$ cat src/hw/rtl/multichannel_timed_debouncer_defines.svh
// Assertion macros shared by the debouncer RTL.
`ifndef MULTICHANNEL_TIMED_DEBOUNCER_DEFINES_SVH
`define MULTICHANNEL_TIMED_DEBOUNCER_DEFINES_SVH

// Same-cycle implication, sampled on clk and quiet during reset.
`define MTD_ASSERT_NOW(label, ante, cons, msg) \
	label: assert property (@(posedge clk) disable iff (!arst_n) (ante) |-> (cons)) \
		else $error(msg);

// Next-cycle implication, sampled on clk and quiet during reset.
`define MTD_ASSERT_NEXT(label, ante, cons, msg) \
	label: assert property (@(posedge clk) disable iff (!arst_n) (ante) |=> (cons)) \
		else $error(msg);

`endif

$ cat src/hw/rtl/mtd_pkg.sv
package mtd_pkg;

	localparam logic [1:0] ACT_EDGE  = 2'd0;
	localparam logic [1:0] ACT_PRIME = 2'd1;
	localparam logic [1:0] ACT_TICK  = 2'd2;

	localparam logic       REG_DEBOUNCE = 1'b0;
	localparam logic       REG_POLL     = 1'b1;

	localparam int         CFG_W          = 16;
	localparam int         TIME_W         = 48;
	localparam logic [7:0] CONNECTOR_BASE = 8'd18;
	localparam logic [15:0] DEBOUNCE_RESET = 16'd5;

	typedef struct packed {
		logic [1:0]        action;
		logic [2:0]        channel;
		logic              level;
		logic [TIME_W-1:0] time_ms;
		logic [7:0]        poll_levels;
	} in_word_t;

	typedef struct packed {
		logic              record_valid;
		logic [7:0]        connector;
		logic              new_state;
		logic [TIME_W-1:0] change_time_ms;
		logic [7:0]        on_mask;
		logic              queue_dropped;
		logic              last;
	} out_word_t;

endpackage

$ cat src/hw/rtl/mtd_ram.sv
module mtd_ram #(
	parameter int WIDTH = 49,
	parameter int DEPTH = 32
) (
	input  logic                     clk,
	input  logic                     we,
	input  logic [$clog2(DEPTH)-1:0] waddr,
	input  logic [WIDTH-1:0]         wdata,
	input  logic [$clog2(DEPTH)-1:0] raddr,
	output logic [WIDTH-1:0]         rdata
);

	logic [WIDTH-1:0] mem_q [DEPTH];

	always_ff @(posedge clk) begin
		if (we) begin
			mem_q[waddr] <= wdata;
		end
		rdata <= mem_q[raddr];
	end

endmodule

$ cat src/hw/rtl/multichannel_timed_debouncer.sv
// Timestamp debounce filter for up to eight active-low opto channels.
// A command word is taken when start is high and busy is low; busy then stays
// high until the last result word of that command has been shown.
// Edge commands append a level and time to the channel's sample ring, prime
// commands load the candidate and confirmed state, tick commands drain every
// ring, optionally check the polled pins and confirm stable levels.
// Results appear on result for one cycle each, marked by result_valid, with
// result.last on the final word. The receiver cannot stall the block.
// Edge, prime and unknown commands give one result word, in the cycle after accept.
// A tick visits the channels in turn through one shared subtract-and-compare
// unit: per channel a check state, a ring read and an update per queued sample,
// a poll state and a confirm state; then one word per confirmed channel, or one
// status word if none. The sample ring memory is not cleared; its count keeps
// stale entries unread. Reset restores the debounce time to 5, clears poll_enable
// and all channel state. Configuration is written through cfg_we, cfg_index and
// cfg_data by the user only while idle, which the block does not enforce.
`include "multichannel_timed_debouncer_defines.svh"

module multichannel_timed_debouncer #(
	parameter int CHANNELS    = 4,
	parameter int QUEUE_DEPTH = 8
) (
	input  logic                     clk,
	input  logic                     arst_n,
	input  logic                     start,
	output logic                     busy,
	input  mtd_pkg::in_word_t        cmd,
	output logic                     result_valid,
	output mtd_pkg::out_word_t       result,
	input  logic                     cfg_we,
	input  logic                     cfg_index,
	input  logic [mtd_pkg::CFG_W-1:0] cfg_data
);

	localparam int CH_W   = (CHANNELS > 1) ? $clog2(CHANNELS) : 1;
	localparam int SLOT_W = (QUEUE_DEPTH > 1) ? $clog2(QUEUE_DEPTH) : 1;
	localparam int CNT_W  = $clog2(QUEUE_DEPTH + 1);
	localparam int ADDR_W = CH_W + SLOT_W;
	localparam int TW     = mtd_pkg::TIME_W;
	localparam logic [3:0]        CH_LIM   = 4'(CHANNELS);
	localparam logic [CH_W-1:0]   CH_LAST  = CH_W'(CHANNELS - 1);
	localparam logic [CNT_W-1:0]  Q_FULL   = CNT_W'(QUEUE_DEPTH);
	localparam logic [SLOT_W-1:0] SLOT_TOP = SLOT_W'(QUEUE_DEPTH - 1);

	typedef enum logic [6:0] {
		S_IDLE = 7'b0000001,
		S_CH   = 7'b0000010,
		S_RD   = 7'b0000100,
		S_TAKE = 7'b0001000,
		S_POLL = 7'b0010000,
		S_CONF = 7'b0100000,
		S_OUT  = 7'b1000000
	} state_t;

	state_t            state_q;
	logic [15:0]       debounce_q;
	logic              poll_en_q;
	logic [CH_W-1:0]   ch_q;
	logic [TW-1:0]     t_q;
	logic [7:0]        polls_q;
	logic              drop_q;
	logic [CHANNELS-1:0] rec_q;

	logic [SLOT_W-1:0] head_q      [CHANNELS];
	logic [CNT_W-1:0]  count_q     [CHANNELS];
	logic              cand_pres_q [CHANNELS];
	logic              cand_lvl_q  [CHANNELS];
	logic [TW-1:0]     cand_time_q [CHANNELS];
	logic              conf_pres_q [CHANNELS];
	logic              conf_lvl_q  [CHANNELS];

	// Ring memory: level in the top bit, time below.
	logic              ram_we;
	logic [ADDR_W-1:0] ram_waddr;
	logic [ADDR_W-1:0] ram_raddr;
	logic [TW:0]       ram_rdata;

	logic              accept;
	logic              ch_ok;
	logic [CH_W-1:0]   in_ch;
	logic              full;
	logic [SLOT_W-1:0] head_push;
	logic [CNT_W-1:0]  cnt_push;
	logic [CNT_W:0]    slot_sum;
	logic [SLOT_W-1:0] slot;

	assign accept = start && (state_q == S_IDLE);
	assign ch_ok  = ({1'b0, cmd.channel} < CH_LIM);
	assign in_ch  = CH_W'(cmd.channel);
	assign full   = (count_q[in_ch] == Q_FULL);

	always_comb begin
		head_push = head_q[in_ch];
		cnt_push  = count_q[in_ch];
		if (full) begin
			head_push = (head_q[in_ch] == SLOT_TOP) ? '0 : head_q[in_ch] + 1'b1;
			cnt_push  = Q_FULL - 1'b1;
		end
		slot_sum = (CNT_W+1)'(head_push) + (CNT_W+1)'(cnt_push);
		if (slot_sum >= (CNT_W+1)'(QUEUE_DEPTH)) begin
			slot_sum = slot_sum - (CNT_W+1)'(QUEUE_DEPTH);
		end
		slot = SLOT_W'(slot_sum);
	end

	assign ram_we    = accept && (cmd.action == mtd_pkg::ACT_EDGE) && ch_ok;
	assign ram_waddr = {in_ch, slot};
	assign ram_raddr = {ch_q, head_q[ch_q]};

	mtd_ram #(
		.WIDTH(TW + 1),
		.DEPTH(CHANNELS * (2 ** SLOT_W))
	) u_ring (
		.clk  (clk),
		.we   (ram_we),
		.waddr(ram_waddr),
		.wdata({cmd.level, cmd.time_ms}),
		.raddr(ram_raddr),
		.rdata(ram_rdata)
	);

	// Shared stability unit: tick time minus candidate time against the debounce time.
	logic [TW:0] age;
	logic        stable;
	logic        poll_lvl;
	logic        new_st;
	logic        confirm;

	assign age      = {1'b0, t_q} - {1'b0, cand_time_q[ch_q]};
	assign stable   = !age[TW] && (age[TW-1:0] >= {{(TW-16){1'b0}}, debounce_q});
	assign poll_lvl = polls_q[3'(ch_q)];
	assign new_st   = !cand_lvl_q[ch_q];
	assign confirm  = cand_pres_q[ch_q] && stable &&
		!(conf_pres_q[ch_q] && (conf_lvl_q[ch_q] == new_st));

	always_ff @(posedge clk or negedge arst_n) begin
		if (!arst_n) begin
			state_q    <= S_IDLE;
			debounce_q <= mtd_pkg::DEBOUNCE_RESET;
			poll_en_q  <= 1'b0;
			ch_q       <= '0;
			drop_q     <= 1'b0;
			rec_q      <= '0;
			for (int c = 0; c < CHANNELS; c++) begin
				head_q[c]      <= '0;
				count_q[c]     <= '0;
				cand_pres_q[c] <= 1'b0;
				cand_lvl_q[c]  <= 1'b0;
				cand_time_q[c] <= '0;
				conf_pres_q[c] <= 1'b0;
				conf_lvl_q[c]  <= 1'b0;
			end
		end else begin
			if (cfg_we) begin
				if (cfg_index == mtd_pkg::REG_DEBOUNCE) begin
					debounce_q <= cfg_data;
				end else begin
					poll_en_q <= cfg_data[0];
				end
			end
			case (state_q)
				S_IDLE: begin
					if (accept) begin
						t_q     <= cmd.time_ms;
						polls_q <= cmd.poll_levels;
						drop_q  <= (cmd.action == mtd_pkg::ACT_EDGE) && ch_ok && full;
						rec_q   <= '0;
						ch_q    <= '0;
						state_q <= (cmd.action == mtd_pkg::ACT_TICK) ? S_CH : S_OUT;
						if (cmd.action == mtd_pkg::ACT_EDGE && ch_ok) begin
							head_q[in_ch]  <= head_push;
							count_q[in_ch] <= cnt_push + 1'b1;
						end else if (cmd.action == mtd_pkg::ACT_PRIME && ch_ok) begin
							cand_pres_q[in_ch] <= 1'b1;
							cand_lvl_q[in_ch]  <= cmd.level;
							cand_time_q[in_ch] <= cmd.time_ms;
							conf_pres_q[in_ch] <= 1'b1;
							conf_lvl_q[in_ch]  <= !cmd.level;
						end
					end
				end
				S_CH: begin
					state_q <= (count_q[ch_q] != '0) ? S_RD : S_POLL;
				end
				S_RD: begin
					state_q <= S_TAKE;
				end
				S_TAKE: begin
					if (!cand_pres_q[ch_q] || ram_rdata[TW] != cand_lvl_q[ch_q]) begin
						cand_pres_q[ch_q] <= 1'b1;
						cand_lvl_q[ch_q]  <= ram_rdata[TW];
						cand_time_q[ch_q] <= ram_rdata[TW-1:0];
					end
					head_q[ch_q]  <= (head_q[ch_q] == SLOT_TOP) ? '0 : head_q[ch_q] + 1'b1;
					count_q[ch_q] <= count_q[ch_q] - 1'b1;
					state_q       <= (count_q[ch_q] > CNT_W'(1)) ? S_RD : S_POLL;
				end
				S_POLL: begin
					if (poll_en_q && (!cand_pres_q[ch_q] || poll_lvl != cand_lvl_q[ch_q])) begin
						cand_pres_q[ch_q] <= 1'b1;
						cand_lvl_q[ch_q]  <= poll_lvl;
						cand_time_q[ch_q] <= t_q;
					end
					state_q <= S_CONF;
				end
				S_CONF: begin
					if (confirm) begin
						conf_pres_q[ch_q] <= 1'b1;
						conf_lvl_q[ch_q]  <= new_st;
						rec_q[ch_q]       <= 1'b1;
					end
					if (ch_q == CH_LAST) begin
						state_q <= S_OUT;
					end else begin
						ch_q    <= ch_q + 1'b1;
						state_q <= S_CH;
					end
				end
				S_OUT: begin
					rec_q <= rec_q & (rec_q - 1'b1);
					if ((rec_q & (rec_q - 1'b1)) == '0) begin
						state_q <= S_IDLE;
					end
				end
				default: begin
					state_q <= S_IDLE;
				end
			endcase
		end
	end

	// Output word: lowest pending record first, or one status word.
	logic [CH_W-1:0] sel;
	logic [7:0]      mask;

	always_comb begin
		sel = '0;
		for (int c = CHANNELS - 1; c >= 0; c--) begin
			if (rec_q[c]) begin
				sel = CH_W'(c);
			end
		end
		mask = '0;
		for (int c = 0; c < CHANNELS; c++) begin
			mask[c] = conf_pres_q[c] && conf_lvl_q[c];
		end
	end

	assign busy         = (state_q != S_IDLE);
	assign result_valid = (state_q == S_OUT);

	always_comb begin
		result               = '0;
		result.on_mask       = mask;
		result.last          = ((rec_q & (rec_q - 1'b1)) == '0);
		if (rec_q != '0) begin
			result.record_valid   = 1'b1;
			result.connector      = mtd_pkg::CONNECTOR_BASE + 8'(sel);
			result.new_state      = conf_lvl_q[sel];
			result.change_time_ms = cand_time_q[sel];
		end else begin
			result.queue_dropped  = drop_q;
		end
	end

	`MTD_ASSERT_NOW(a_result_while_busy, result_valid, busy, "result word outside a command")
	`MTD_ASSERT_NEXT(a_last_ends_command, result_valid && result.last, !busy,
		"block still busy after the last word")
	`MTD_ASSERT_NEXT(a_accept_goes_busy, start && !busy, busy, "accepted command did not start")
	`MTD_ASSERT_NOW(a_record_has_no_drop, result_valid && result.record_valid,
		!result.queue_dropped, "record word flagged a dropped sample")

endmodule

$ cat config.mk
export PLATFORM = sky130hd
export DESIGN_NAME = multichannel_timed_debouncer
export DESIGN_NICKNAME = d
export VERILOG_FILES = /design/src/hw/rtl/mtd_pkg.sv /design/src/hw/rtl/mtd_ram.sv /design/src/hw/rtl/multichannel_timed_debouncer.sv
export VERILOG_INCLUDE_DIRS = /design/src /design/src/hw/rtl
export SDC_FILE = /design/constraint.sdc
export NUM_CORES = 2
export LEC_CHECK = 0
export ABC_CLOCK_PERIOD_IN_PS = 20400
export BUFFER_PORTS_ARGS = -buffer_cell sky130_fd_sc_hd__buf_2
export CAP_MARGIN = 5
export CORE_MARGIN = 2
export CORE_UTILIZATION = 45
export CTS_CLUSTER_SIZE = 24
export DETAILED_ROUTE_END_ITERATION = 10
export GPL_TIMING_DRIVEN = 1
export PLACE_DENSITY_LB_ADDON = 0.1
export SLEW_MARGIN = 5
export SYNTH_ARGS = -nofsm -noshare
export SYNTH_HDL_FRONTEND = slang
export SYNTH_SLANG_ARGS = --single-unit
$ cat constraint.sdc
create_clock -name clk -period 20.4 [get_ports clk]
set_input_delay 4.08 -clock clk [delete_from_list [all_inputs] [get_ports clk]]
set_output_delay 4.08 -clock clk [all_outputs]
set_load 0.1 [all_outputs]
# Word level (Yosys, flattened, before mapping)
# Memory sizes are Yosys's and may differ from the RTL's. A register that Yosys moved wholly into a read port is not among the register bits.
# Cells that the tools add are included.
# W data, S select, Z words.
# word_totals
register_bits	319
mem_bits_rw	1568
inputBits	83
memories	1
# mem_list
name	depth	word_bits	read_ports	rd_clocked_by_memory_dff	wr	line_no	rtl
u_ring.mem_q	32	49	1	1	1	mtd_ram.sv:13	logic [WIDTH-1:0] mem_q [DEPTH];
# classes
addsub	10
n_lt_le_gt_ge	12
eq_ne	26
mux	125
n_bitwise	10
reduce_logical	43
# op_table
operator	n
$mux W192	5
$bwmux W192	3
$pmux W192 S3	1
$mux W48	6
$bmux W48 S2	2
$demux W48 S2	2
$mux W4	27
$mux W58	1
$pmux W7 S7	1
$sub A48 B48 Y49	1
$ge A48 B16 Y1	1
$pmux W4 S3	3
$bwmux W16	2
$mux W16	2
$pmux W16 S2	1
$mux W3	10
$mux W7	4
$bwmux W12	2
$mux W12	2
$pmux W12 S2	1
$bwmux W4	5
$or A4 B4 Y4	5
$logic_and A1 B1 Y1	18
$mux W1	17
55 further kinds	104

# Logic depth before layout (Yosys ltp)
# depth
depth_word	11
depth_mapped	29
mapped_depth_nobuf	24

# By module
# A second synthesis with hierarchy kept.
# unflattened
hier_cells	5693
hier_area_um2	83560.1
# modules_own_cells
module	instances	cells_per_inst	area_each_um2	seq_area_each_um2
mtd_ram	1	3434	61854.3	48066.1
multichannel_timed_debouncer	1	2259	21705.8	8246.7

# Worst setup path after synthesis
# Ideal clock, no wire load.
# synth_timing
path_type	input -> register
startpoint	input cmd[57] (netlist bit)
endpoint	memory u_ring.mem_q[0][0] (enable)
setup_time_ns	0.456
t_arrival_ns	9.280
required_ns	19.944
path_slack_ns	10.664
stages	12
n_path_buf	2
path_cell_list	buf_1 -> mux4_2 -> inv_1 -> ha_1 -> nand3b_1 -> a21oi_1 -> inv_1 -> ha_1 -> fa_1 -> or3_1 -> clkbuf_1 -> nor2_1
# synth_via
elab_chain_len	10
elab_cells_between_ends	21
# synth_lines
element	line_no	rtl
from (decl)	multichannel_timed_debouncer.sv:27	input mtd_pkg::in_word_t cmd,
$not A2 Y3 (not written as such)	-	
$bmux W3 S2	multichannel_timed_debouncer.sv:93, multichannel_timed_debouncer.sv:96	
$mux W3 (not written as such) (2 in a row)	multichannel_timed_debouncer.sv:93, multichannel_timed_debouncer.sv:96	
$add A3 B1 Y3 / $eq A3 B3 Y1 (equally long branches)	multichannel_timed_debouncer.sv:96	head_push = (head_q[in_ch] == SLOT_TOP) ? '0 : head_q[in_ch] + 1'b1;
$mux W3	multichannel_timed_debouncer.sv:96	
$mux W3	multichannel_timed_debouncer.sv:95	if (full) begin
$add A3 B4 Y5	multichannel_timed_debouncer.sv:99	slot_sum = (CNT_W+1)'(head_push) + (CNT_W+1)'(cnt_push);
$ge A5 B4 Y1 / $sub A3 B1 Y3 (equally long branches)	multichannel_timed_debouncer.sv:100, multichannel_timed_debouncer.sv:101	
$mux W3	multichannel_timed_debouncer.sv:100	if (slot_sum >= (CNT_W+1)'(QUEUE_DEPTH)) begin
to (decl)	mtd_ram.sv:13	
# Parallel ways exist; a longest one is shown, timed or not. The select of a mux whose other input is x is not followed.

# Worst setup path after layout
# layout_timing
startpoint	input cmd[57] (netlist bit)
endpoint	memory u_ring.mem_q[14][17] (enable)
# The elaborated chain is that of the path after synthesis.

==> summary.txt <==
Outcome -> completed
Die ar. -> 184000 sq um
# nets final -> 4858
Post-CTS Setup Inserts -> 0
Drt wl/cell -> 31.6 um
Min Clock Period, post-route -> 9.32 ns
DR vias -> 44900
FF-to-FF path depth -> 24
Design area -> 91500 sq um
Maximum vdd drop -> 0.0941 mV
Root Buffer -> clkbuf_16
Final cycle utilization of the critical path -> 0.457
I/O pin total -> 153
Initial antenna violation count -> 12
CP max FO -> 29
CTS resizes -> 0
Synthesized area -> 81100 sq um
Number of synthesized flops with an enable pin -> 1620
Starting Density -> 0.454
Slew headroom -> 0.184
Most used flip-flop cell after synthesis -> edfxtp_1
Area Overhead vs Synth -> 12.8%
HP Class -> reg2reg
Worst Setup SP -> cmd[57]
Reg2reg start -> ch_q[0]
CTS tree -> yes
Overall routed net length -> 229000 um
Clk network pwr share -> 0.343
N_diodes -> 0
Worst setup path class -> in2reg
Setup_tns -> 0 ns
Final ANT Viol Nets -> 0
Register share of total power -> 0.434
Hold Crit Depth -> 1
Worst Path Required -> 20.87 ns
Post-route insts no fill -> 7233
Gr usage total -> 0.248
Clk_lat worst skew -> 0.85 ns
Placed Area -> 84900 sq um
Worst-Margin Slew -> 1.22 ns
Final Skew -> 0.0397 ns
GR Overflow Total -> 0
Detailed Route Iter0 Violations -> 4395
Clock slew at reported path FFs -> 0.06 ns
Syn avg cell area -> 17.9 sq um
Combinational power share -> 0.224
Switch Pwr -> 3.05 mW
Vias per inst -> 6.21
Total internal power -> 7.72 mW
Min-Delay Startpoint -> cand_pres_q[1]
Setup crit start kind -> primary input
First-pass GRT wire length -> 329000 um
Post-DP HPWL -> 128000 um
DR pass1 iterations -> 5
Placed Cells incl. Taps -> 6844
Leakage -> 30.5 nW
Vias in the first global route -> 45600
Clock sinks -> 1936
Clock Tree Buf Depth -> 3
Post-Syn Instances -> 4536
Final Util -> 0.512
Hold Violations, Final -> 0
RSZ-0062 raised after global routing -> no
Number of port buffers -> 140
Die X -> 429 um
CTS Buf Count -> 204
Net Sw Frac -> 0.283
H-Tree Depth -> 4
Pwr/cell area -> 118 nW/um^2
# fillers -> 14600
Slew Limit Fails -> 0
Core ar. -> 179000 sq um
Layout cell share with drive strength beyond 1 -> 0.249
Max_cap viols -> 0
Syn. warnings -> 0
Number of synthesized register bits -> 1936
Post-synth cell types -> 86
Rows -> 155
Setup Viol. Count Final -> 0
F_max -> 107 MHz
Routability cong. -> 0.888
Hold Buf Count CTS -> 0
Fraction of the yosys area taken by sequential cells -> 0.694
Post-synthesis async set-or-reset flop share -> 0.138
Largest net degree at the start of global routing -> 119
CP arrival -> 9.79 ns
DRC violations left -> 0
Die height -> 429 um
Worst hold slack -> 0.465 ns
Crit path capture type -> flip-flop
logic make-up after synthesis:
group | count (synthesis) | share of synthesized area
adder cells (fa/ha/maj) | 81 | 0.0126
AND/OR/NAND/NOR | 727 | 0.0393
AO/OA/AOI/OAI | 752 | 0.0613
flip-flops | 1936 | 0.694
other | 1 | 0.0000462
buffers and inverters | 377 | 0.0181
XOR/XNOR | 45 | 0.00486
multiplexers | 617 | 0.170
sequential cells by signal, summed over array words and instances (netlist names), 7 cells and up:
name / count
state_q: 7
head_q: 12
count_q: 16
debounce_q: 16
cand_time_q: 192
t_q: 48
u_ring.rdata: 49
u_ring.mem_q: 1568
Yosys cell counts, drive strengths merged (9+ instances only):
| cell | n | area, sq um |
|---|---|---|
| edfxtp | 1620 | 48600 |
| mux4 | 606 | 13600 |
| nand2 | 462 | 1730 |
| o21ai | 265 | 1330 |
| dfrtp | 264 | 6610 |
| clkbuf | 219 | 823 |
| a22oi | 197 | 1480 |
| inv | 90 | 338 |
| nor2 | 87 | 327 |
| a22o | 78 | 683 |
| ha | 78 | 976 |
| a21oi | 76 | 380 |
| buf | 68 | 308 |
| and2 | 56 | 350 |
| dfxtp | 49 | 981 |
| xnor2 | 29 | 254 |
| nand4 | 23 | 144 |
| o22ai | 23 | 150 |
| nor3 | 21 | 105 |
| a21o | 20 | 150 |
| o21a | 19 | 143 |
| nand3 | 17 | 85.1 |
| xor2 | 16 | 140 |
| nand2b | 11 | 68.8 |
| nor4 | 10 | 83.8 |
| a211oi | 9 | 72.6 |
| nor2b | 9 | 56.3 |
| o21bai | 9 | 67.6 |
power by group through the flow:
| stage | combinational [mW] | sequential [mW] | clock [mW] |
|---|---|---|---|
| 2_1_floorplan | 1.76 | 4.64 | 0 |
| 3_3_place_gp | 2.43 | 4.74 | 0 |
| 3_5_place_dp | 2.43 | 4.74 | 0 |
| 4_1_cts | 2.44 | 4.66 | 3.76 |
| 5_1_grt | 2.59 | 4.69 | 3.91 |
| 6_report | 2.41 | 4.67 | 3.69 |
layout make-up:
type | instances | area, sq um | share of cell area
sequential | 1936 | 56300 | 0.615
multi-input combinational | 2230 | 23800 | 0.260
clock buffer | 290 | 5620 | 0.0614
tap | 2355 | 2950 | 0.0322
timing repair buffer | 233 | 1460 | 0.0159
clock inverter | 99 | 1040 | 0.0114
inverter | 90 | 339 | 0.00371
metrics by stage:
step | worst slack [ns] | total power, mW
after floorplan | 10.66 | 6.40
after global placement | 10.20 | 7.17
after detailed placement | 10.20 | 7.18
after CTS | 11.09 | 10.9
after global routing | 10.85 | 11.2
final | 11.08 | 10.8
layer usage:
metal	global-route usage	wire length (um)
met1	0.347	96000
met2	0.396	109000
met3	0.0455	16400
met4	0.0782	6560
met5	0	38
critical path: stages:
cell and delay [ns]:
buf_2 0.32, mux4_2 0.60, inv_1 0.11, ha_1 0.15, nand3b_1 0.41, a21oi_1 0.59
inv_1 0.10, ha_1 0.22, fa_1 0.70, nand3b_1 0.66, nor2_4 1.08, buf_4 0.71
path summary, 6_finish.rpt:
path,end,slack (ns)
max in group asynchronous,cand_time_q[33],15.23
min in group asynchronous,cand_time_q[154],3.12
worst min-delay path,cand_pres_q[1],0.47
worst max-delay path,u_ring.mem_q[14][17],11.08
worst min register to register,cand_pres_q[1],0.47
worst max register to register,conf_lvl_q[3],13.12
cell usage in the layout, fill, tap and decap left out, types with 6 or more instances in the layout:
| master | instances |
|---|---|
| clkbuf_8 | 15 |
| nand2_1 | 461 |
| nor2b_1 | 8 |
| mux2i_1 | 7 |
| buf_4 | 89 |
| a22o_1 | 78 |
| o22ai_1 | 22 |
| conb_1 | 8 |
| o2111ai_1 | 7 |
| a21oi_1 | 76 |
| xnor2_1 | 29 |
| a22oi_1 | 197 |
| a211oi_1 | 8 |
| buf_2 | 139 |
| nand3_1 | 17 |
| inv_1 | 89 |
| clkinv_1 | 28 |
| mux4_2 | 603 |
| nor2_1 | 49 |
| ha_1 | 74 |
| bufinv_16 | 15 |
| nand2b_1 | 11 |
| o21a_1 | 19 |
| a31oi_1 | 8 |
| clkbuf_16 | 206 |
| dfrtp_1 | 262 |
| xor2_1 | 16 |
| and2_1 | 55 |
| nor4_1 | 8 |
| clkinvlp_4 | 6 |
| clkinv_2 | 37 |
| o21ai_0 | 259 |
| nor3_1 | 21 |
| a21o_1 | 20 |
| dfxtp_1 | 49 |
| edfxtp_1 | 1620 |
| nand4_1 | 23 |
| nor2_4 | 38 |
| clkbuf_1 | 69 |
(Power assumes the default switching activity.)
